**config.mk**
```make
export PLATFORM = sky130hd
export DESIGN_NAME = osc_single_argument_message_parser
export DESIGN_NICKNAME = d
export VERILOG_FILES = /design/src/rtl/osap_pkg.sv /design/src/rtl/osap_core.sv /design/src/rtl/osap_rsp_queue.sv /design/src/rtl/osc_single_argument_message_parser.sv
export VERILOG_INCLUDE_DIRS = /design/src /design/src/rtl
export SDC_FILE = /design/constraint.sdc
export NUM_CORES = 1
export LEC_CHECK = 0
export BUFFER_PORTS_ARGS = -buffer_cell sky130_fd_sc_hd__clkbuf_2
export CAP_MARGIN = 20
export CORE_ASPECT_RATIO = 1.4
export CORE_UTILIZATION = 30
export CTS_CLUSTER_SIZE = 24
export DETAILED_ROUTE_END_ITERATION = 16
export GPL_TIMING_DRIVEN = 0
export PLACE_DENSITY = 0.45
export SLEW_MARGIN = 20
export SYNTH_ARGS = -nofsm -noshare
export SYNTH_HDL_FRONTEND = slang
export SYNTH_SLANG_ARGS = --single-unit
```
**constraint.sdc**
```tcl
create_clock -name clock -period 3.7 [get_ports clock]
set_clock_uncertainty 0.05 [all_clocks]
set_input_delay 0.74 -clock clock [delete_from_list [all_inputs] [get_ports clock]]
set_output_delay 0.74 -clock clock [all_outputs]
set_load 0.03 [all_outputs]
```
**src/rtl/osc_single_argument_message_parser_defines.svh**
```systemverilog
// Assertion macros shared by the OSC message parser modules.
`ifndef OSC_SINGLE_ARGUMENT_MESSAGE_PARSER_DEFINES_SVH
`define OSC_SINGLE_ARGUMENT_MESSAGE_PARSER_DEFINES_SVH

// Checked at every clock edge outside reset.
`define OSAP_ASSERT(label, prop, msg) \
   label: assert property (@(posedge clock) disable iff (reset) prop) else $error(msg);

// Checked at every clock edge, reset included.
`define OSAP_ASSERT_ALWAYS(label, prop, msg) \
   label: assert property (@(posedge clock) prop) else $error(msg);

`endif

```
**src/rtl/osap_pkg.sv**
```systemverilog
// Shared types, codes and tag decode for the OSC message parser.
package osap_pkg;

   localparam int PATH_MAX_DEFAULT   = 256;
   localparam int STRING_MAX_DEFAULT = 256;

   // Result kinds
   localparam logic [1:0] KIND_PATH_CHAR   = 2'd0;
   localparam logic [1:0] KIND_STRING_CHAR = 2'd1;
   localparam logic [1:0] KIND_SUMMARY     = 2'd2;

   // Argument types
   localparam logic [2:0] ARG_NONE  = 3'd0;
   localparam logic [2:0] ARG_INT   = 3'd1;
   localparam logic [2:0] ARG_FLOAT = 3'd2;
   localparam logic [2:0] ARG_STR   = 3'd3;
   localparam logic [2:0] ARG_TRUE  = 3'd4;
   localparam logic [2:0] ARG_FALSE = 3'd5;

   // Type tag characters
   localparam logic [7:0] TAG_INT   = 8'h69; // 'i'
   localparam logic [7:0] TAG_FLOAT = 8'h66; // 'f'
   localparam logic [7:0] TAG_STR   = 8'h73; // 's'
   localparam logic [7:0] TAG_TRUE  = 8'h54; // 'T'
   localparam logic [7:0] TAG_FALSE = 8'h46; // 'F'

   typedef struct packed {
      logic [1:0]  kind;
      logic [7:0]  char_byte;
      logic [2:0]  arg_type;
      logic [31:0] arg_value;
      logic        truncated;
      logic        last;
   } rsp_type;

   // Up to two results produced by one accepted byte, first in order first.
   typedef struct packed {
      logic [1:0] count;
      rsp_type    first;
      rsp_type    second;
   } push_type;

   function automatic logic [2:0] decode_tag(input logic [7:0] c);
      logic [2:0] code;
      case (c)
         TAG_INT:   code = ARG_INT;
         TAG_FLOAT: code = ARG_FLOAT;
         TAG_STR:   code = ARG_STR;
         TAG_TRUE:  code = ARG_TRUE;
         TAG_FALSE: code = ARG_FALSE;
         default:   code = ARG_NONE;
      endcase
      return code;
   endfunction

endpackage

```
**src/rtl/osap_core.sv**
```systemverilog
// Byte-level parse state and result generation for the OSC message parser.
`include "osc_single_argument_message_parser_defines.svh"

module osap_core #(
   parameter int PATH_MAX   = 256,
   parameter int STRING_MAX = 256
) (
   input  logic              clock,
   input  logic              reset,
   input  logic              accept,
   input  logic [7:0]        data_byte,
   input  logic              end_of_message,
   output osap_pkg::push_type push
);
   import osap_pkg::*;

   localparam int PATH_CW = $clog2(PATH_MAX);
   localparam int STR_CW  = $clog2(STRING_MAX);
   localparam logic [PATH_CW-1:0] PATH_LIMIT = PATH_CW'(PATH_MAX - 1);
   localparam logic [STR_CW-1:0]  STR_LIMIT  = STR_CW'(STRING_MAX - 1);

   typedef enum logic [2:0] {
      PH_PATH, PH_PATH_PAD, PH_TAG, PH_TAG_PAD, PH_VALUE, PH_STRING, PH_DONE
   } phase_type;

   phase_type          phase_ff, phase_in, arg_phase;
   logic [1:0]         offset_ff, offset_in;
   logic [PATH_CW-1:0] path_count_ff, path_count_in;
   logic [1:0]         tag_index_ff, tag_index_in;
   logic [2:0]         type_code_ff, type_code_in;
   logic [31:0]        value_ff, value_in;
   logic [2:0]         value_count_ff, value_count_in;
   logic [STR_CW-1:0]  str_count_ff, str_count_in;

   logic    aligned;
   logic    char_vld;
   logic    done;
   rsp_type char_rsp, sum_rsp;

   always_comb begin
      if (type_code_ff == ARG_INT || type_code_ff == ARG_FLOAT) begin
         arg_phase = PH_VALUE;
      end else if (type_code_ff == ARG_STR) begin
         arg_phase = PH_STRING;
      end else begin
         arg_phase = PH_DONE;
      end
   end

   always_comb begin
      phase_in       = phase_ff;
      offset_in      = offset_ff + 2'd1;
      path_count_in  = path_count_ff;
      tag_index_in   = tag_index_ff;
      type_code_in   = type_code_ff;
      value_in       = value_ff;
      value_count_in = value_count_ff;
      str_count_in   = str_count_ff;
      aligned        = (offset_in == 2'd0);
      char_vld       = 1'b0;
      char_rsp       = '0;
      char_rsp.char_byte = data_byte;

      case (phase_ff)
         PH_PATH: begin
            if (data_byte == 8'd0) begin
               phase_in = aligned ? PH_TAG : PH_PATH_PAD;
            end else if (path_count_ff < PATH_LIMIT) begin
               path_count_in = path_count_ff + 1'b1;
               char_vld      = 1'b1;
               char_rsp.kind = KIND_PATH_CHAR;
            end
         end
         PH_PATH_PAD: begin
            if (aligned) phase_in = PH_TAG;
         end
         PH_TAG: begin
            if (data_byte == 8'd0) begin
               if (arg_phase == PH_DONE) begin
                  phase_in = PH_DONE;
               end else begin
                  phase_in = aligned ? arg_phase : PH_TAG_PAD;
               end
            end else begin
               if (tag_index_ff == 2'd1) type_code_in = decode_tag(data_byte);
               if (tag_index_ff < 2'd2) tag_index_in = tag_index_ff + 2'd1;
            end
         end
         PH_TAG_PAD: begin
            if (aligned) phase_in = arg_phase;
         end
         PH_VALUE: begin
            value_in       = {value_ff[23:0], data_byte};
            value_count_in = value_count_ff + 3'd1;
            if (value_count_in >= 3'd4) phase_in = PH_DONE;
         end
         PH_STRING: begin
            if (data_byte == 8'd0) begin
               phase_in = PH_DONE;
            end else if (str_count_ff < STR_LIMIT) begin
               str_count_in  = str_count_ff + 1'b1;
               char_vld      = 1'b1;
               char_rsp.kind = KIND_STRING_CHAR;
            end
         end
         default: begin
         end
      endcase

      // Summary sees the state after this byte.
      done                = (phase_in == PH_DONE);
      sum_rsp             = '0;
      sum_rsp.kind        = KIND_SUMMARY;
      sum_rsp.arg_type    = type_code_in;
      sum_rsp.arg_value   = (done && (type_code_in == ARG_INT || type_code_in == ARG_FLOAT))
                            ? value_in : 32'd0;
      sum_rsp.truncated   = !done;
      sum_rsp.last        = 1'b1;

      if (end_of_message) begin
         phase_in       = PH_PATH;
         offset_in      = '0;
         path_count_in  = '0;
         tag_index_in   = '0;
         type_code_in   = ARG_NONE;
         value_in       = '0;
         value_count_in = '0;
         str_count_in   = '0;
      end

      push.count  = accept ? ({1'b0, char_vld} + {1'b0, end_of_message}) : 2'd0;
      push.first  = char_vld ? char_rsp : sum_rsp;
      push.second = sum_rsp;
   end

   always_ff @(posedge clock) begin
      if (reset) begin
         phase_ff       <= PH_PATH;
         offset_ff      <= '0;
         path_count_ff  <= '0;
         tag_index_ff   <= '0;
         type_code_ff   <= ARG_NONE;
         value_ff       <= '0;
         value_count_ff <= '0;
         str_count_ff   <= '0;
      end else if (accept) begin
         phase_ff       <= phase_in;
         offset_ff      <= offset_in;
         path_count_ff  <= path_count_in;
         tag_index_ff   <= tag_index_in;
         type_code_ff   <= type_code_in;
         value_ff       <= value_in;
         value_count_ff <= value_count_in;
         str_count_ff   <= str_count_in;
      end
   end

   `OSAP_ASSERT(a_eom_restarts,
      (accept && end_of_message) |=> (phase_ff == PH_PATH && offset_ff == 2'd0 && tag_index_ff == 2'd0),
      "parse state not restarted after end of message")
   `OSAP_ASSERT(a_pair_order,
      (push.count == 2'd2) |-> (push.second.last && !push.first.last),
      "character and summary out of order")
   `OSAP_ASSERT(a_push_needs_accept,
      !accept |-> (push.count == 2'd0),
      "result pushed without an accepted transaction")

endmodule

```
**src/rtl/osap_rsp_queue.sv**
```systemverilog
// Three-slot result buffer; slot zero is the output register.
`include "osc_single_argument_message_parser_defines.svh"

module osap_rsp_queue (
   input  logic               clock,
   input  logic               reset,
   input  osap_pkg::push_type push,
   input  logic               rsp_stall,
   output logic               rsp_valid,
   output osap_pkg::rsp_type  rsp_head,
   output logic               req_stall
);
   import osap_pkg::*;

   rsp_type    q_ff [3];
   rsp_type    q_in [3];
   rsp_type    shifted [3];
   logic [1:0] count_ff, count_in, count_after;
   logic       pop;

   assign rsp_valid = (count_ff != 2'd0);
   assign rsp_head  = q_ff[0];
   assign pop       = rsp_valid && !rsp_stall;
   // Room for two results is needed before a byte is taken.
   assign req_stall = count_ff[1];

   always_comb begin
      shifted[0]  = pop ? q_ff[1] : q_ff[0];
      shifted[1]  = pop ? q_ff[2] : q_ff[1];
      shifted[2]  = q_ff[2];
      count_after = count_ff - {1'b0, pop};
      count_in    = count_after + push.count;
      for (int i = 0; i < 3; i++) begin
         if (2'(i) < count_after) begin
            q_in[i] = shifted[i];
         end else if (2'(i) == count_after) begin
            q_in[i] = push.first;
         end else begin
            q_in[i] = push.second;
         end
      end
   end

   always_ff @(posedge clock) begin
      if (reset) begin
         count_ff <= '0;
      end else begin
         count_ff <= count_in;
      end
      for (int i = 0; i < 3; i++) begin
         q_ff[i] <= q_in[i];
      end
   end

   `OSAP_ASSERT(a_no_overflow,
      (push.count != 2'd0) |-> (count_ff <= 2'd1),
      "push into a queue without room")
   `OSAP_ASSERT(a_shift_order,
      (count_ff == 2'd2 && pop && push.count == 2'd0) |=> (q_ff[0] == $past(q_ff[1])),
      "queue lost order on pop")
   `OSAP_ASSERT_ALWAYS(a_reset_empty,
      reset |=> !rsp_valid,
      "results pending after reset")

endmodule

```
**src/rtl/osc_single_argument_message_parser.sv**
```systemverilog
// Top level of the single-argument OSC message parser.
//
//   channel   direction  handshake            payload
//   req_      in         req_valid/req_stall  data_byte, end_of_message
//   rsp_      out        rsp_valid/rsp_stall  kind, char_byte, arg_type, arg_value,
//                                             truncated, last
//
// One byte is parsed per accepted cycle: the parse state updates in the
// accepting cycle, and its results are registered in a three-slot buffer
// whose first slot drives the rsp_ ports. A byte may yield two results
// (a character and the closing summary); the buffer drains one per
// unstalled cycle, so req_stall rises while two or more wait. Reset is
// synchronous: it clears the parse state and empties the buffer. rsp_stall
// only holds the buffer; parsing continues while room remains.
module osc_single_argument_message_parser #(
   parameter int PATH_MAX   = osap_pkg::PATH_MAX_DEFAULT,
   parameter int STRING_MAX = osap_pkg::STRING_MAX_DEFAULT
) (
   input  logic        clock,
   input  logic        reset,
   input  logic        req_valid,
   output logic        req_stall,
   input  logic [7:0]  req_data_byte,
   input  logic        req_end_of_message,
   output logic        rsp_valid,
   input  logic        rsp_stall,
   output logic [1:0]  rsp_kind,
   output logic [7:0]  rsp_char_byte,
   output logic [2:0]  rsp_arg_type,
   output logic [31:0] rsp_arg_value,
   output logic        rsp_truncated,
   output logic        rsp_last
);
   import osap_pkg::*;

   logic     accept;
   push_type push;
   rsp_type  head;

   assign accept = req_valid && !req_stall;

   // Path / tag / argument tracking, one byte per accepted transaction.
   osap_core #(
      .PATH_MAX   (PATH_MAX),
      .STRING_MAX (STRING_MAX)
   ) u_core (
      .clock          (clock),
      .reset          (reset),
      .accept         (accept),
      .data_byte      (req_data_byte),
      .end_of_message (req_end_of_message),
      .push           (push)
   );

   // Result buffer, also provides the input back-pressure.
   osap_rsp_queue u_queue (
      .clock     (clock),
      .reset     (reset),
      .push      (push),
      .rsp_stall (rsp_stall),
      .rsp_valid (rsp_valid),
      .rsp_head  (head),
      .req_stall (req_stall)
   );

   assign rsp_kind      = head.kind;
   assign rsp_char_byte = head.char_byte;
   assign rsp_arg_type  = head.arg_type;
   assign rsp_arg_value = head.arg_value;
   assign rsp_truncated = head.truncated;
   assign rsp_last      = head.last;

endmodule
```
* After elaboration in Yosys (flattened, before gate mapping)
Memory sizes are Yosys's and may differ from the RTL's.
Cells that the tools add are included.
Widths: inputs -> output; s select.
** Cells by class
- Order comparisons :: 7
- Equality and inequality tests :: 21
- Reduce and logical (&&, ||, !) cells :: 24
- Mux-type cells :: 54
- Add/subtract/negate cells :: 8
** Operators with widths (count)
- $mux 47 :: 9
- $mux 32 :: 3
- $mux 8 :: 8
- $mux 3 :: 16
- $eq 8x7->1 const B :: 5
- $mux 2 :: 10
- $pmux 3 s6 :: 1
- $add 8x1->8 const B :: 2
- $lt 8x8->1 const B :: 2
- $reduce_bool 2->1 :: 8
- $eq 3x2->1 const B :: 5
- $pmux 3 s5 :: 1
- $eq 3x3->1 const B :: 4
- $reduce_and 4->1 :: 3
- $eq 3x1->1 const B :: 3
- $logic_not 8->1 :: 1
- $mux 1 :: 5
- $add 2x1->2 const B :: 2
- $logic_not 2->1 :: 2
- $lt 1x2->1 const A :: 2
- $add 3x1->3 const B :: 1
- $ge 3x3->1 const B :: 1
- $logic_and 1x1->1 :: 3
- $logic_not 1->1 :: 3
- 13 further kinds :: 14
** Storage, ports and cells
- Memory bits (writable) :: 141
- Register bits after elaboration :: 63
- Logic and storage cells :: 124
- Memories kept :: 1
** Memories
- u_queue.q_ff :: depth 3, width 47, rd ports 3, clocked after Yosys merged registers in 0, wr ports 3, RTL line osap_rsp_queue.sv:15 : rsp_type q_ff [3];

* Logic depth before layout (Yosys ltp)
- Depth in word-level cells :: 13
- Gate-level depth with buffers :: 11

* Hierarchy
A second synthesis with hierarchy kept.
** Unflattened totals
- Cells, all modules :: 963
- Area, all modules :: 10958.0 µm²
** By module, submodules not included
- osap_rsp_queue :: seq. area each 4274.1 µm², instances 1, cells an instance 478, area an instance 7031.7 µm²
- osap_core :: seq. area each 1221.2 µm², instances 1, cells an instance 484, area an instance 3912.5 µm²
- osc_single_argument_message_parser :: seq. area each 0.0 µm², instances 1, cells an instance 1, area an instance 13.8 µm²

* Worst setup path after synthesis
OpenSTA, ideal clock, no wires.
- Path kind :: register -> register
- From :: reg u_queue.count_ff[1] (netlist name)
- To :: mem u_queue.q_ff[0][0] (netlist bit) (enable)
- Arrival :: 3.414 ns
- Stages on the path, launching flop included :: 10
- Data required time :: 3.246 ns
- Path buffers :: 2
- Slack :: -0.168 ns
- Path through :: dfxtp_1 or2_2 nand2b_1 inv_1 ha_1 xnor2_1 nand2_1 clkbuf_1 clkbuf_1 nand2_1
** RTL lines (RTL line)
- to (decl) :: osap_rsp_queue.sv:15

==> flow_summary.ini <==
[run_status]
status = complete, no violations

[pwr]
fin_total_pwr_w = 0.00973
p_per_area_nw_per_um2 = 846
p_leak_nw = 3.92
vdd_drop_max_v = 0.000553

[logic_synthesis]
synth_xor_area_share_pct = 0.806
synthAdderAreaFrac_pct = 1.02
synth_cell_types = 60
synth_area_per_cell_um2 = 11.0
yosysTopAreaCell = edfxtp_1
yosysSeqAreaShare_pct = 55.2
ys_top_cells_by_area = edfxtp_1 (42%), dfxtp_1 (13%), a32o_1 (6.3%)
synth_edf_count = 138
synth_compound_area_share_pct = 15.9
synthArstFlopShare_pct = 0
yosysMostFrequentCell = edfxtp_1
netlist_instances = 889
synth_top_family_by_area = compound AO/OA/AOI/OAI gates
yosysWarningCount = 0
synth_common_cells = edfxtp_1 (138), nand2_1 (69), nor3_1 (64)
synth_top_area_share_pct = 42.3
synth_nets = 910
yosys_register_bits = 201
netlist_area_um2 = 9790
synthSimpleGateAreaFrac_pct = 15.4
synthMuxAreaShare_pct = 3.84
synth_ff_type = edfxtp_1

[cts]
cts_made_buffers = 23
cts_hold_buf = 0
clock_path_buffers = 3
clock_latency_ps = 530
clock-sinks = 201
cts_tree = built
clkTransAtPathRegs_ps = 70
cts_root_buffer = clkbuf_16
htreeDepth = 1

[global_routing]
grt_max_degree = 47
grt_pass1_wl_mm = 43.1
antenna_found_initial = 0
overflow = 0
track_usage_pct = 16.8
grt_pass1_vias = 7284

[setup_path]
crit_chain = or2_2, nand2b_2, inv_1, ha_1, xor2_2, clkbuf_2, buf_2, nand2_8
reg2reg_slack_ps = 200
start_kind = register
r2r_start = u_queue.count_ff[1]
reg2reg_depth = 8
critPathKind = register to register
crit_arrival_ps = 3600
worst_path_max_delay_cell = dfxtp_1
path_max_fanout = 46
critPathMaxStageDelay_ps = 580
path_buf_inv = 3
crit_family = buffers and inverters
cp-end-kind = register
worst_r2r_endpoint = u_queue.q_ff[0][73]
required_ps = 3800

[layout]
area.growth.synth_to_final_pct = 17.6
antennaDiodeCount = 0
nNetsFinal = 988
nFillCells = 3182
fin_cells = 1418
drive_gt1_share_pct = 18.9
fin_util_pct = 36.1

[routing]
routed_wl_mm = 28.0
via_count = 7370
drt_iter0_drc = 468
dr.pass1.iters = 5
vias_per_cell = 5.20
wl_per_cell_um = 19.8
ant_nets = 0
drc = 0

[timing]
relSlewSlack_pct = 50.9
fin_crit_ps = 3500
hold_viol = 0
finalSetupViolCount = 0
rsz0062_at_grt = false
fmax_ghz = 0.286
period_share_pct = 94.6
finalMaxSlewViolations = 0
setup_tns_ps = 0
tightest_slew_ps = 733
holdWs_ps = 407

[floorplanning]
num_rows = 77
dieArea_um2 = 33400
initial_core_util_pct = 30.7
die_x_um = 155
die_h_um = 216
core_area_um2 = 31900
io_pins = 62

[worst_hold_path]
hold_path.class = register to register
hp-start = u_core.offset_ff[1]
hold_end = u_core.offset_ff[1]
min_path_cells = 2

[flow_run]
drv_cap = 0

[place]
io_buffers = 52
dp_hpwl_mm = 19.9
dp_cells = 1375
gp_congestion = 0.800
flip-flops by register name, summed over array words and instances, names as in the netlist, 3 cells and up:
| register | count |
|---|---|
| u_core.value_count_ff | 3 |
| u_core.path_count_ff | 8 |
| u_core.type_code_ff | 3 |
| u_queue.q_ff | 138 |
| u_core.value_ff | 32 |
| u_core.str_count_ff | 8 |
| u_core.phase_ff | 3 |
layout make-up:
class                      instances  area (µm²)  area share, %
multi-input combinational        545        3720           32.3
inverter                          11        41.3          0.359
sequential                       201        5410           47.0
buffer                           133         729           6.34
clock buffer                      29         619           5.38
timing repair buffer              52         260           2.26
clock inverter                    13         191           1.66
tap                              434         543           4.72
layer usage:
layer / global-route usage (%) / up-vias / wire [µm]
met3: 2.17 / 36 / 1060
li1: - / 3528 / -
met1: 20.2 / 3655 / 11600
met5: 0 / - / 0
met4: 6.47 / 0 / 828
met2: 30.3 / 151 / 14600
worst max path at each step:
stage | startpoint | to | slack (ps) | depth (start not counted)
floorplan | u_queue.count_ff[1] | u_queue.q_ff[0][47] | 30 | 8
global placement | rsp_stall | u_queue.q_ff[0][73] | -1650 | 8
detailed placement | rsp_stall | u_queue.q_ff[0][26] | -990 | 9
CTS | u_queue.count_ff[1] | u_queue.q_ff[0][0] | -9 | 9
global route | u_queue.count_ff[1] | u_queue.q_ff[0][73] | 0.2 | 8
finish | u_queue.count_ff[1] | u_queue.q_ff[0][73] | 200 | 8
what timing repair did:
item,CTS,global route
hold endpoints to repair,0,0
buffers inserted,0,0
cloned,1,0
endpoints found under the setup margin,155,92
pin swaps,1,0
gates resized for setup,11,4
tightest hold or removal path, stage by stage (launching register included):
cell     delay [ps]
dfxtp_1         310
nand2_1          50
a21oi_1          50
report_power, final:
part / switching, W / internal (W)
combinational: 0.00257 / 0.000987
sequential: 0.000191 / 0.00350
clock: 0.000946 / 0.00153
total: 0.00371 / 0.00602
cell families after synthesis:
| family | count (synthesis) |
|---|---|
| buffers and inverters | 144 |
| flip-flops | 201 |
| adder cells (fa/ha/maj) | 8 |
| AO/OA/AOI/OAI | 202 |
| XOR/XNOR | 9 |
| AND/OR/NAND/NOR | 288 |
| multiplexers | 37 |
cell usage in the layout, fill, tap and decap left out, drive strengths merged, types with 8 or more instances in the layout:
cell / count
clkbuf: 139
edfxtp: 138
buf: 75
nand2: 70
nor3: 64
dfxtp: 63
a32o: 62
nor2: 49
mux2i: 36
a22oi: 35
nor4: 35
o21ai: 35
a21oi: 30
o31ai: 17
and2: 12
inv: 12
or4: 11
ha: 8
through the flow:
| stage | area, µm² | setup WS, ps |
|---|---|---|
| after detailed placement | 10600 | -995 |
| after global routing | 11500 | 0.246 |
| after global placement | 10600 | -1650 |
| after floorplan | 9790 | 30.3 |
| after CTS | 11500 | -9.43 |
| final | 11500 | 201 |
Power figures use the tool's default switching activity.
